==> config.mk <==
export PLATFORM = sky130hd
export DESIGN_NAME = bitmap_slot_allocator
export DESIGN_NICKNAME = d
export VERILOG_FILES = /design/src/hw/rtl/bsa_pkg.sv /design/src/hw/rtl/bitmap_slot_allocator.sv
export SDC_FILE = /design/constraint.sdc
export NUM_CORES = 1
export LEC_CHECK = 0
export ABC_CLOCK_PERIOD_IN_PS = 8200
export BUFFER_PORTS_ARGS = -buffer_cell sky130_fd_sc_hd__buf_2
export CORE_ASPECT_RATIO = 0.75
export CORE_MARGIN = 3
export CORE_UTILIZATION = 47
export DETAILED_ROUTE_END_ITERATION = 10
export GPL_TIMING_DRIVEN = 1
export MAX_ROUTING_LAYER = met4
export PLACE_DENSITY = 0.73
export SLEW_MARGIN = 20
export SYNTH_ARGS = -nofsm -noshare
export SYNTH_HDL_FRONTEND = slang
export SYNTH_SLANG_ARGS = --single-unit
==> constraint.sdc <==
create_clock -name i_clk -period 8.2 [get_ports i_clk]
set_input_delay 0 -clock i_clk [delete_from_list [all_inputs] [get_ports i_clk]]
set_output_delay 0 -clock i_clk [all_outputs]
set_load 0.005 [all_outputs]
==> src/hw/rtl/bsa_pkg.sv <==
`timescale 1ns / 1ps

package bsa_pkg;

    // Bits of one bitmap word and width of the slot number
    localparam int WORD_BITS  = 8;
    localparam int SLOT_W     = 8;
    localparam int COUNT_W    = 9;
    localparam int CMD_W      = 3;

    // Stream payload widths, padded to whole bytes
    localparam int IN_DATA_W  = 16;
    localparam int OUT_DATA_W = 24;

    typedef enum logic [CMD_W-1:0] {
        CMD_MARK_USED = 3'd0,
        CMD_MARK_FREE = 3'd1,
        CMD_TEST      = 3'd2,
        CMD_ALLOC     = 3'd3,
        CMD_CLEAR     = 3'd4
    } t_cmd;

    typedef enum logic [1:0] {
        ST_IDLE,
        ST_SCAN,
        ST_FIN
    } t_state;

endpackage

==> src/hw/rtl/bitmap_slot_allocator.sv <==
`timescale 1ns / 1ps

// Bitmap slot allocator: a used/free bitmap of min(ENTRIES, 256) slots, kept
// in a small synchronous RAM of 8-bit words, and a count of successful allocates.
// Input channel (s_axis): one command item = cmd and slot. Output channel
// (m_axis): one result item per command = ok, slot_out, is_used, used_count.
// Commands: mark used, mark free, test, allocate lowest free slot (slot 0 is
// never handed out), clear all.
// Sequence: mark, test, clear and any rejected command go straight to the final
// step. Allocate reads one bitmap word per cycle from word 0 until it finds a
// clear bit or has read the last word, then takes the final step. The RAM read
// port sets the pace of the scan. One command is in work at a time; the next item
// is accepted as soon as the previous result has moved into the output register.
// Reset: every word is marked invalid (reads as all free) and the count is
// zeroed; the RAM contents themselves are not swept. Clear all does the same.
// Stall: when m_axis_tready is low the result holds in the output register;
// the block may accept and work one more command, then holds it in the final
// step until the output register frees.
module bitmap_slot_allocator #(
    parameter int ENTRIES = 256
) (
    input  logic                             i_clk,
    input  logic                             i_rst_n,
    input  logic                             s_axis_tvalid,
    output logic                             s_axis_tready,
    // [2:0] cmd, [10:3] slot, [15:11] zero
    input  logic [bsa_pkg::IN_DATA_W-1:0]    s_axis_tdata,
    output logic                             m_axis_tvalid,
    input  logic                             m_axis_tready,
    // [0] ok, [8:1] slot_out, [9] is_used, [18:10] used_count, [23:19] zero
    output logic [bsa_pkg::OUT_DATA_W-1:0]   m_axis_tdata
);
    import bsa_pkg::*;

    localparam int SLOTS     = (ENTRIES < 256) ? ENTRIES : 256;
    localparam int MAP_WORDS = (SLOTS + WORD_BITS - 1) / WORD_BITS;
    localparam int WW        = $clog2(MAP_WORDS);
    // Counts reach at most 511, so a larger ENTRIES never blocks allocation
    localparam int LIMIT     = (ENTRIES > 511) ? 512 : ENTRIES;
    localparam logic [WW-1:0] LAST_W = WW'(MAP_WORDS - 1);

    // Bitmap RAM and per-word valid bits (invalid word reads as all free)
    logic [WORD_BITS-1:0] r_mem [MAP_WORDS];
    logic [MAP_WORDS-1:0] r_vld;
    logic [WORD_BITS-1:0] r_rdata;
    logic                 r_rvld;

    t_state               r_state, n_state;
    t_cmd                 r_cmd;
    logic [SLOT_W-1:0]    r_slot;
    logic                 r_inside;
    logic                 r_found, n_found;
    logic [WW-1:0]        r_widx, n_widx;
    logic [COUNT_W-1:0]   r_count, n_count;

    logic                 r_ovalid;
    logic [OUT_DATA_W-1:0] r_odata, n_odata;

    // RAM control
    logic                 rd_en;
    logic [WW-1:0]        rd_addr;
    logic                 wr_en;
    logic [WORD_BITS-1:0] wr_data;
    logic                 clr_all;

    // Decode of the incoming item
    logic                 s_acc;
    t_cmd                 in_cmd;
    logic [SLOT_W-1:0]    in_slot;
    logic                 in_inside;
    logic                 cnt_room;

    // Word under inspection
    logic [WORD_BITS-1:0] word_eff;
    logic [WORD_BITS-1:0] avail;
    logic                 hit;
    logic [2:0]           hit_pos;
    logic                 out_free;

    logic                 res_ok;
    logic [SLOT_W-1:0]    res_slot;
    logic                 res_used;

    assign s_axis_tready = (r_state == ST_IDLE);
    assign s_acc         = s_axis_tvalid && s_axis_tready;
    assign in_cmd        = t_cmd'(s_axis_tdata[CMD_W-1:0]);
    assign in_slot       = s_axis_tdata[CMD_W +: SLOT_W];
    assign in_inside     = {1'b0, in_slot} < 9'(SLOTS);
    assign cnt_room      = {1'b0, r_count} < 10'(LIMIT);
    assign out_free      = !r_ovalid || m_axis_tready;

    assign m_axis_tvalid = r_ovalid;
    assign m_axis_tdata  = r_odata;

    assign word_eff = r_rvld ? r_rdata : '0;

    // Free bits of the current word, excluding slot 0 and slots past the map
    always_comb begin
        logic [8:0] sl;
        for (int b = 0; b < WORD_BITS; b++) begin
            sl       = 9'({r_widx, 3'(b)});
            avail[b] = !word_eff[b] && (sl != 9'd0) && (sl < 9'(SLOTS));
        end
    end

    // Lowest free bit
    always_comb begin
        hit_pos = '0;
        for (int b = WORD_BITS - 1; b >= 0; b--) begin
            if (avail[b]) begin
                hit_pos = 3'(b);
            end
        end
    end
    assign hit = |avail;

    // Sequencer: next state, RAM control and result
    always_comb begin
        n_state  = r_state;
        n_found  = r_found;
        n_widx   = r_widx;
        n_count  = r_count;
        n_odata  = r_odata;
        rd_en    = 1'b0;
        rd_addr  = '0;
        wr_en    = 1'b0;
        wr_data  = word_eff;
        clr_all  = 1'b0;
        res_ok   = 1'b0;
        res_slot = '0;
        res_used = 1'b0;

        unique case (r_state)
            ST_IDLE: begin
                if (s_acc) begin
                    n_found = 1'b0;
                    n_state = ST_FIN;
                    unique case (in_cmd) inside
                        CMD_MARK_USED, CMD_MARK_FREE, CMD_TEST: begin
                            if (in_inside) begin
                                rd_en   = 1'b1;
                                rd_addr = in_slot[WW+2:3];
                                n_widx  = in_slot[WW+2:3];
                            end
                        end
                        CMD_ALLOC: begin
                            // scan from word 0 only while the count has room
                            if (cnt_room) begin
                                rd_en   = 1'b1;
                                rd_addr = '0;
                                n_widx  = '0;
                                n_state = ST_SCAN;
                            end
                        end
                        default: ;
                    endcase
                end
            end

            ST_SCAN: begin
                if (hit) begin
                    // hold r_rdata; the final step sets the bit
                    n_found = 1'b1;
                    n_state = ST_FIN;
                end else if (r_widx == LAST_W) begin
                    n_state = ST_FIN;
                end else begin
                    rd_en   = 1'b1;
                    rd_addr = r_widx + 1'b1;
                    n_widx  = r_widx + 1'b1;
                end
            end

            ST_FIN: begin
                unique case (r_cmd)
                    CMD_MARK_USED: begin
                        res_ok  = r_inside;
                        wr_en   = r_inside;
                        wr_data = word_eff | (8'd1 << r_slot[2:0]);
                    end
                    CMD_MARK_FREE: begin
                        res_ok  = r_inside;
                        wr_en   = r_inside;
                        wr_data = word_eff & ~(8'd1 << r_slot[2:0]);
                    end
                    CMD_TEST: begin
                        res_ok   = r_inside;
                        res_used = r_inside && word_eff[r_slot[2:0]];
                    end
                    CMD_ALLOC: begin
                        res_ok   = r_found;
                        wr_en    = r_found;
                        wr_data  = word_eff | (8'd1 << hit_pos);
                        res_slot = r_found ? SLOT_W'({r_widx, hit_pos}) : '0;
                    end
                    CMD_CLEAR: begin
                        res_ok  = 1'b1;
                        clr_all = 1'b1;
                    end
                    default: ;
                endcase

                if (out_free) begin
                    if (clr_all) begin
                        n_count = '0;
                    end else if (r_cmd == CMD_ALLOC && r_found) begin
                        n_count = r_count + 1'b1;
                    end
                    n_odata = OUT_DATA_W'({n_count, res_used, res_slot, res_ok});
                    n_state = ST_IDLE;
                end else begin
                    // hold until the output register frees
                    wr_en   = 1'b0;
                    clr_all = 1'b0;
                end
            end

            default: n_state = ST_IDLE;
        endcase
    end

    // Bitmap RAM: one read and one write port, registered read data
    always_ff @(posedge i_clk) begin
        if (rd_en) begin
            r_rdata <= r_mem[rd_addr];
        end
        if (wr_en) begin
            r_mem[r_widx] <= wr_data;
        end
    end

    always_ff @(posedge i_clk) begin
        if (!i_rst_n) begin
            r_vld  <= '0;
            r_rvld <= 1'b0;
        end else begin
            if (rd_en) begin
                r_rvld <= r_vld[rd_addr];
            end
            if (clr_all) begin
                r_vld <= '0;
            end else if (wr_en) begin
                r_vld[r_widx] <= 1'b1;
            end
        end
    end

    // Control state
    always_ff @(posedge i_clk) begin
        if (!i_rst_n) begin
            r_state  <= ST_IDLE;
            r_count  <= '0;
            r_found  <= 1'b0;
            r_ovalid <= 1'b0;
        end else begin
            r_state <= n_state;
            r_count <= n_count;
            r_found <= n_found;
            if (r_state == ST_FIN && out_free) begin
                r_ovalid <= 1'b1;
            end else if (m_axis_tready) begin
                r_ovalid <= 1'b0;
            end
        end
    end

    // Payload registers
    always_ff @(posedge i_clk) begin
        r_widx  <= n_widx;
        r_odata <= n_odata;
        if (s_acc) begin
            r_cmd    <= in_cmd;
            r_slot   <= in_slot;
            r_inside <= in_inside;
        end
    end

endmodule

### Word-level counts from Yosys, hierarchy flattened

Memories as Yosys holds them, arrays and structs flattened. A register that Yosys moved wholly into a read port is not among the register bits.
Cells that the tools add are included.

| cells by class | value |
|---|---|
| multiplexer cells | 58 |
| order comparisons | 5 |
| eq/ne operators | 18 |
| bitwise gates (word level) | 6 |
| add/subtract/negate cells | 2 |
| shift operators | 2 |
| reductions and logical operators | 31 |

Operators by type and width:

| kind | number |
|---|---|
| $mux 5 | 8 |
| $or 32x32->32 | 1 |
| $pmux 5 s2 | 3 |
| $mux 3 | 8 |
| $pmux 8 s3 | 1 |
| $mux 1 | 19 |
| $mux 9 | 2 |
| $mux 8 | 2 |
| $or 8x8->8 | 2 |
| $shl 1x3->8 const A | 2 |
| $eq 3x2->1 const B | 4 |
| $lt 5x6->1 const B | 2 |
| $mux 2 | 6 |
| $pmux 1 s2 | 5 |
| $add 9x1->9 const B | 1 |
| $logic_not 1->1 | 9 |
| $lt 9x9->1 const B | 1 |
| $and 8x8->8 | 1 |
| $ne 2x2->1 const B | 4 |
| $not 8->8 | 1 |
| $reduce_or 8->1 | 1 |
| $eq 3x1->1 const B | 2 |
| $logic_not 3->1 | 2 |
| $ne 3x3->1 const B | 2 |
| 25 further kinds | 33 |

| word-level totals | value |
|---|---|
| register bits | 76 |
| RAM bits | 256 |
| output and inout bits | 26 |
| memories kept | 1 |
| bits of input ports | 20 |

Memory list:

| name | words | bits a word | read ports | clocked after Yosys merged registers in | write ports | RTL line | text |
|---|---|---|---|---|---|---|---|
| r_mem | 32 | 8 | 1 | 1 | 1 | bitmap_slot_allocator.sv:43 | `logic [WORD_BITS-1:0] r_mem [MAP_WORDS];` |

### Logic depth before layout (Yosys ltp)

| logic depth | value |
|---|---|
| word-level depth | 13 |
| mapped depth | 14 |

### Least setup slack after synthesis

Ideal clock, no wire load.

| path | value |
|---|---|
| path type | reg2reg |
| start point | register r_widx[0] |
| end point | memory r_mem[0][5] (data pin) |
| arrival time | 3.041 ns |
| buffers on the path | 0 |
| setup time | 0.377 ns |
| setup slack | 4.782 ns |
| data required time | 7.823 ns |
| stages on the path, launching flop included | 10 |
| period minus slack after synthesis | 3.418 ns |
| path through | edfxtp_1 inv_1 ha_1 or4b_1 a21o_1 a211oi_2 nand2_1 o32ai_1 a22oi_1 a21oi_1 |

| between the ends | value |
|---|---|
| longest elaborated chain between the ends | 7 |

Ends and longest elaborated chain:

| element | RTL line | text |
|---|---|---|
| from (decl) | bitmap_slot_allocator.sv:53 | `logic [WW-1:0] r_widx, n_widx;` |
| from (signal assigned) | bitmap_slot_allocator.sv:269 | `r_widx <= n_widx;` |
| $reduce_bool 5->1 | bitmap_slot_allocator.sv:102 | `avail[b] = !word_eff[b] && (sl != 9'd0) && (sl < 9'(SLOTS));` |
| $logic_and 1x1->1 | bitmap_slot_allocator.sv:102 |  |
| $mux 3 | bitmap_slot_allocator.sv:110 | `if (avail[b]) begin` |
| $shl 1x3->8 | bitmap_slot_allocator.sv:193 | `wr_data = word_eff \| (8'd1 << hit_pos);` |
| $or 8x8->8 | bitmap_slot_allocator.sv:193 |  |
| $pmux 8 s3 | bitmap_slot_allocator.sv:175 | `unique case (r_cmd)` |
| $mux 8 | bitmap_slot_allocator.sv:133 | `unique case (r_state)` |
| net wr_data[5] | bitmap_slot_allocator.sv:63 | `logic [WORD_BITS-1:0] wr_data;` |
| to (decl) | bitmap_slot_allocator.sv:43 |  |

The timed path passes the listed nets, and every way through them passes these cells.

### Final worst setup path

| path | value |
|---|---|
| start point | register r_widx[0] |
| end point | register r_rdata[1], read port of r_mem (data pin) |

| between the ends | value |
|---|---|
| longest elaborated chain between the ends | 5 |

Ends and longest elaborated chain:

| element | RTL line | text |
|---|---|---|
| branches (longest 5 deep; another with $add 5x1->5) | - |  |
| to (decl) | bitmap_slot_allocator.sv:45 | `logic [WORD_BITS-1:0] r_rdata;` |

Several ways; the timed one is not identified.
A chain may end at the register's enable or synchronous reset.

==> flow_summary.json <==
{
  "antenna_found_initial": 1,
  "layout-drive-gt1-share_pct": 10.8,
  "fmax_ghz": 0.229,
  "initial_utilization_pct": 48.7,
  "nNetsFinal": 1226,
  "timing_worst_slew_pin_value_ns": 1.03,
  "arrival_ns": 4.72,
  "setup_tns_ns": 0,
  "fin_crit_ns": 4.36,
  "path_max_fanout": 34,
  "p_leak_nw": 5.73,
  "hold_start": "s_axis_tdata[4]",
  "critPathLaunch": "r_widx[0]",
  "comb_power_share_pct": 5.0,
  "cts_inserted_buffers": 31,
  "reg2reg_to": "r_rdata[1]",
  "cts.htree.levels": 1,
  "design_area_um2": 16200,
  "synth_cell_type_count": 64,
  "ys_seq_area_share_pct": 67.5,
  "final_hold_viol_count": 0,
  "maxCapViolCount": 0,
  "gp_congestion": 0.884,
  "die_w_um": 208,
  "min_path_type": "in -> reg",
  "clockBufferDepth": 3,
  "area_growth_pct": 12.2,
  "synth_top_family_by_area": "simple AND/OR/NAND/NOR gates",
  "netlist_area_um2": 14400,
  "synth_compound_area_share_pct": 9.30,
  "cp.required_ns": 8.56,
  "clkPwrFrac_pct": 41.6,
  "grt_pass1_wl_um": 54500,
  "post-route-period-util_pct": 53.2,
  "sequentialPowerShare_pct": 53.5,
  "p_per_area_nw_per_um2": 219,
  "synth_edf_count": 294,
  "pin_count": 46,
  "crit_end": "r_rdata[1]",
  "synth_fa_ha_area_share_pct": 0.520,
  "cp-start-kind": "flip-flop",
  "crit_type": "reg -> reg",
  "critPathCaptureType": "flip-flop",
  "cts_setup_buffers": 0,
  "core_um2": 29700,
  "wl_per_cell_um": 21.9,
  "dr_total_vias": 9716,
  "cts_root_buffer": "clkbuf_16",
  "r2r_cells": 11,
  "ys_ff_latch": 340,
  "reg2reg_slack_ns": 3.84,
  "postSynthAreaPerCell_um2": 12.4,
  "clk_pin_slew_worst_paths_ns": 0.07,
  "synth_xor_area_share_pct": 0.485,
  "internal_power_w": 0.00281,
  "cts_tree": "yes",
  "yosys-top-cells-area": "edfxtp_1, dfxtp_1, nand2_1, mux2i_1, nand3_1",
  "cts_resized": 0,
  "grt_usage_pct": 22.1,
  "finalSetupViolCount": 0,
  "port_buffers": 35,
  "vias_per_cell": 6.01,
  "fin_worst_skew_ns": 0.0173,
  "layout_common_cells": "edfxtp_1, nand2_1, nand3_1",
  "yosysWarnings": 0,
  "mostFrequentLayoutCell": "edfxtp_1",
  "outcome": "complete, no violations",
  "globalRouteOverflowTotal": 0,
  "dr.pass1.iters": 5,
  "yosysTopAreaCellShare_pct": 61.1,
  "cts_hold_buf": 16,
  "place_area_um2": 15000,
  "r2r_start": "r_widx[0]",
  "synthSimpleGateAreaFrac_pct": 15.3,
  "wl_um": 35400,
  "slew_headroom_pct": 30.9,
  "synth_mux_area_share_pct": 4.31,
  "core.rowCount": 54,
  "antenna_cells": 0,
  "dp_hpwl_um": 20800,
  "synth_cells": 1165,
  "drc": 0,
  "synthArstFlopShare_pct": 0,
  "sw_frac_of_total_pct": 20.9,
  "die_height_um": 158,
  "clkSinkCount": 340,
  "pre_cts_ws_ns": 3.83,
  "initialDrtViolationCount": 1228,
  "synth-main-ff-cell": "edfxtp_1",
  "rsz0062_at_grt": "false",
  "grt_start_max_net_pins": 71,
  "netlist.top_cell.by_area": "edfxtp_1",
  "ant_nets": 0,
  "grt_pass1_vias": 9177,
  "switchingPower_w": 0.000745,
  "drv_slew": 0,
  "peakVddDrop_v": 0.000183,
  "fin_ws_ns": 3.84,
  "die_area_um2": 32900,
  "clk_latency_ns": 0.57
}
cells by family after synthesis:
group                    after synthesis
AO/OA/AOI/OAI                        186
XOR/XNOR                               8
adder cells (fa/ha/maj)                6
buffers and inverters                 78
flip-flops                           340
multiplexers                          59
other                                  1
AND/OR/NAND/NOR                      487
power by group through the flow:
stage | Combinational [W] | Sequential, W | Clock, W
final | 0.000176 | 0.00190 | 0.00148
after global routing | 0.000190 | 0.00190 | 0.00157
after CTS | 0.000173 | 0.00190 | 0.00150
after detailed placement | 0.000167 | 0.00194 | 0
after global placement | 0.000163 | 0.00194 | 0
after floorplan | 0.000114 | 0.00193 | 0
state kept, by name, indices dropped and copies added (netlist names):
name           count
r_state            2
r_count            9
r_rvld             1
r_widx             5
m_axis_tvalid      1
r_mem            256
r_found            1
r_rdata            8
r_cmd              3
r_slot             3
m_axis_tdata      19
r_vld             32
worst min path at each step:
stage                endpoint  slack (ns)  depth (start not counted)
floorplan            r_cmd[0]         0.1                          0
finish              r_slot[1]        0.15                          2
global route        r_slot[1]        0.16                          2
CTS                 r_slot[2]        0.12                          2
detailed placement  r_slot[1]        0.18                          1
global placement    r_slot[2]        0.18                          1
final cells by class:
class	instances	area, um^2
clock buffer	47	886
clock inverter	10	151
timing repair buffer	70	478
tap	392	490
fill	2419	13500
multi-input combinational	751	4430
inverter	6	22.5
sequential	340	9750
stage by stage:
step / instances / hold slack [ns] / power, W / util, %
2_1_floorplan: 1169 / 0.0989 / 0.00204 / -
3_3_place_gp: 1543 / 0.180 / 0.00210 / 50.6
3_5_place_dp: 1543 / 0.179 / 0.00211 / 50.6
4_1_cts: 1616 / 0.124 / 0.00357 / 54.6
5_1_grt: 1616 / 0.159 / 0.00366 / 54.6
6_report: 1616 / 0.151 / 0.00356 / 54.6
metal layers:
metal | vias to the layer above | part of all wire [%] | global-route usage (%)
li1 | 4384 | - | -
met1 | 4785 | 43 | 31.6
met2 | 492 | 45 | 32.7
met3 | 55 | 9.4 | 4.42
met4 | 0 | 2.0 | 5.45
met5 | - | 0 | -
critical path, stage by stage, from the launching register on:
cell	delay [ns]
edfxtp_1	0.48
ha_1	0.28
and3_1	0.19
ha_1	0.20
or3_1	0.44
o21ai_4	0.66
buf_4	0.55
mux2i_1	0.14
a22o_1	0.21
a22oi_1	0.26
o211ai_1	0.28
a221oi_1	0.42
synthesized netlist by cell type, drive strengths merged (4+ instances only):
cell	n
o22ai	4
buf	38
o21ai	11
a211o	5
nor2b	6
ha	6
a31oi	17
nand3	86
mux2i	51
nor4	8
a22o	13
nand4	7
xor2	5
dfxtp	46
inv	6
clkbuf	34
nand2	242
a22oi	13
o21a	34
a21oi	30
mux2	6
edfxtp	294
a32o	4
nand3b	4
and2	10
a21o	7
nor3	7
a311oi	5
a221oi	5
nand2b	6
o211ai	6
or3	6
and3	30
a21boi	13
nor2	63
No activity file was read; power rests on OpenSTA's default activity.
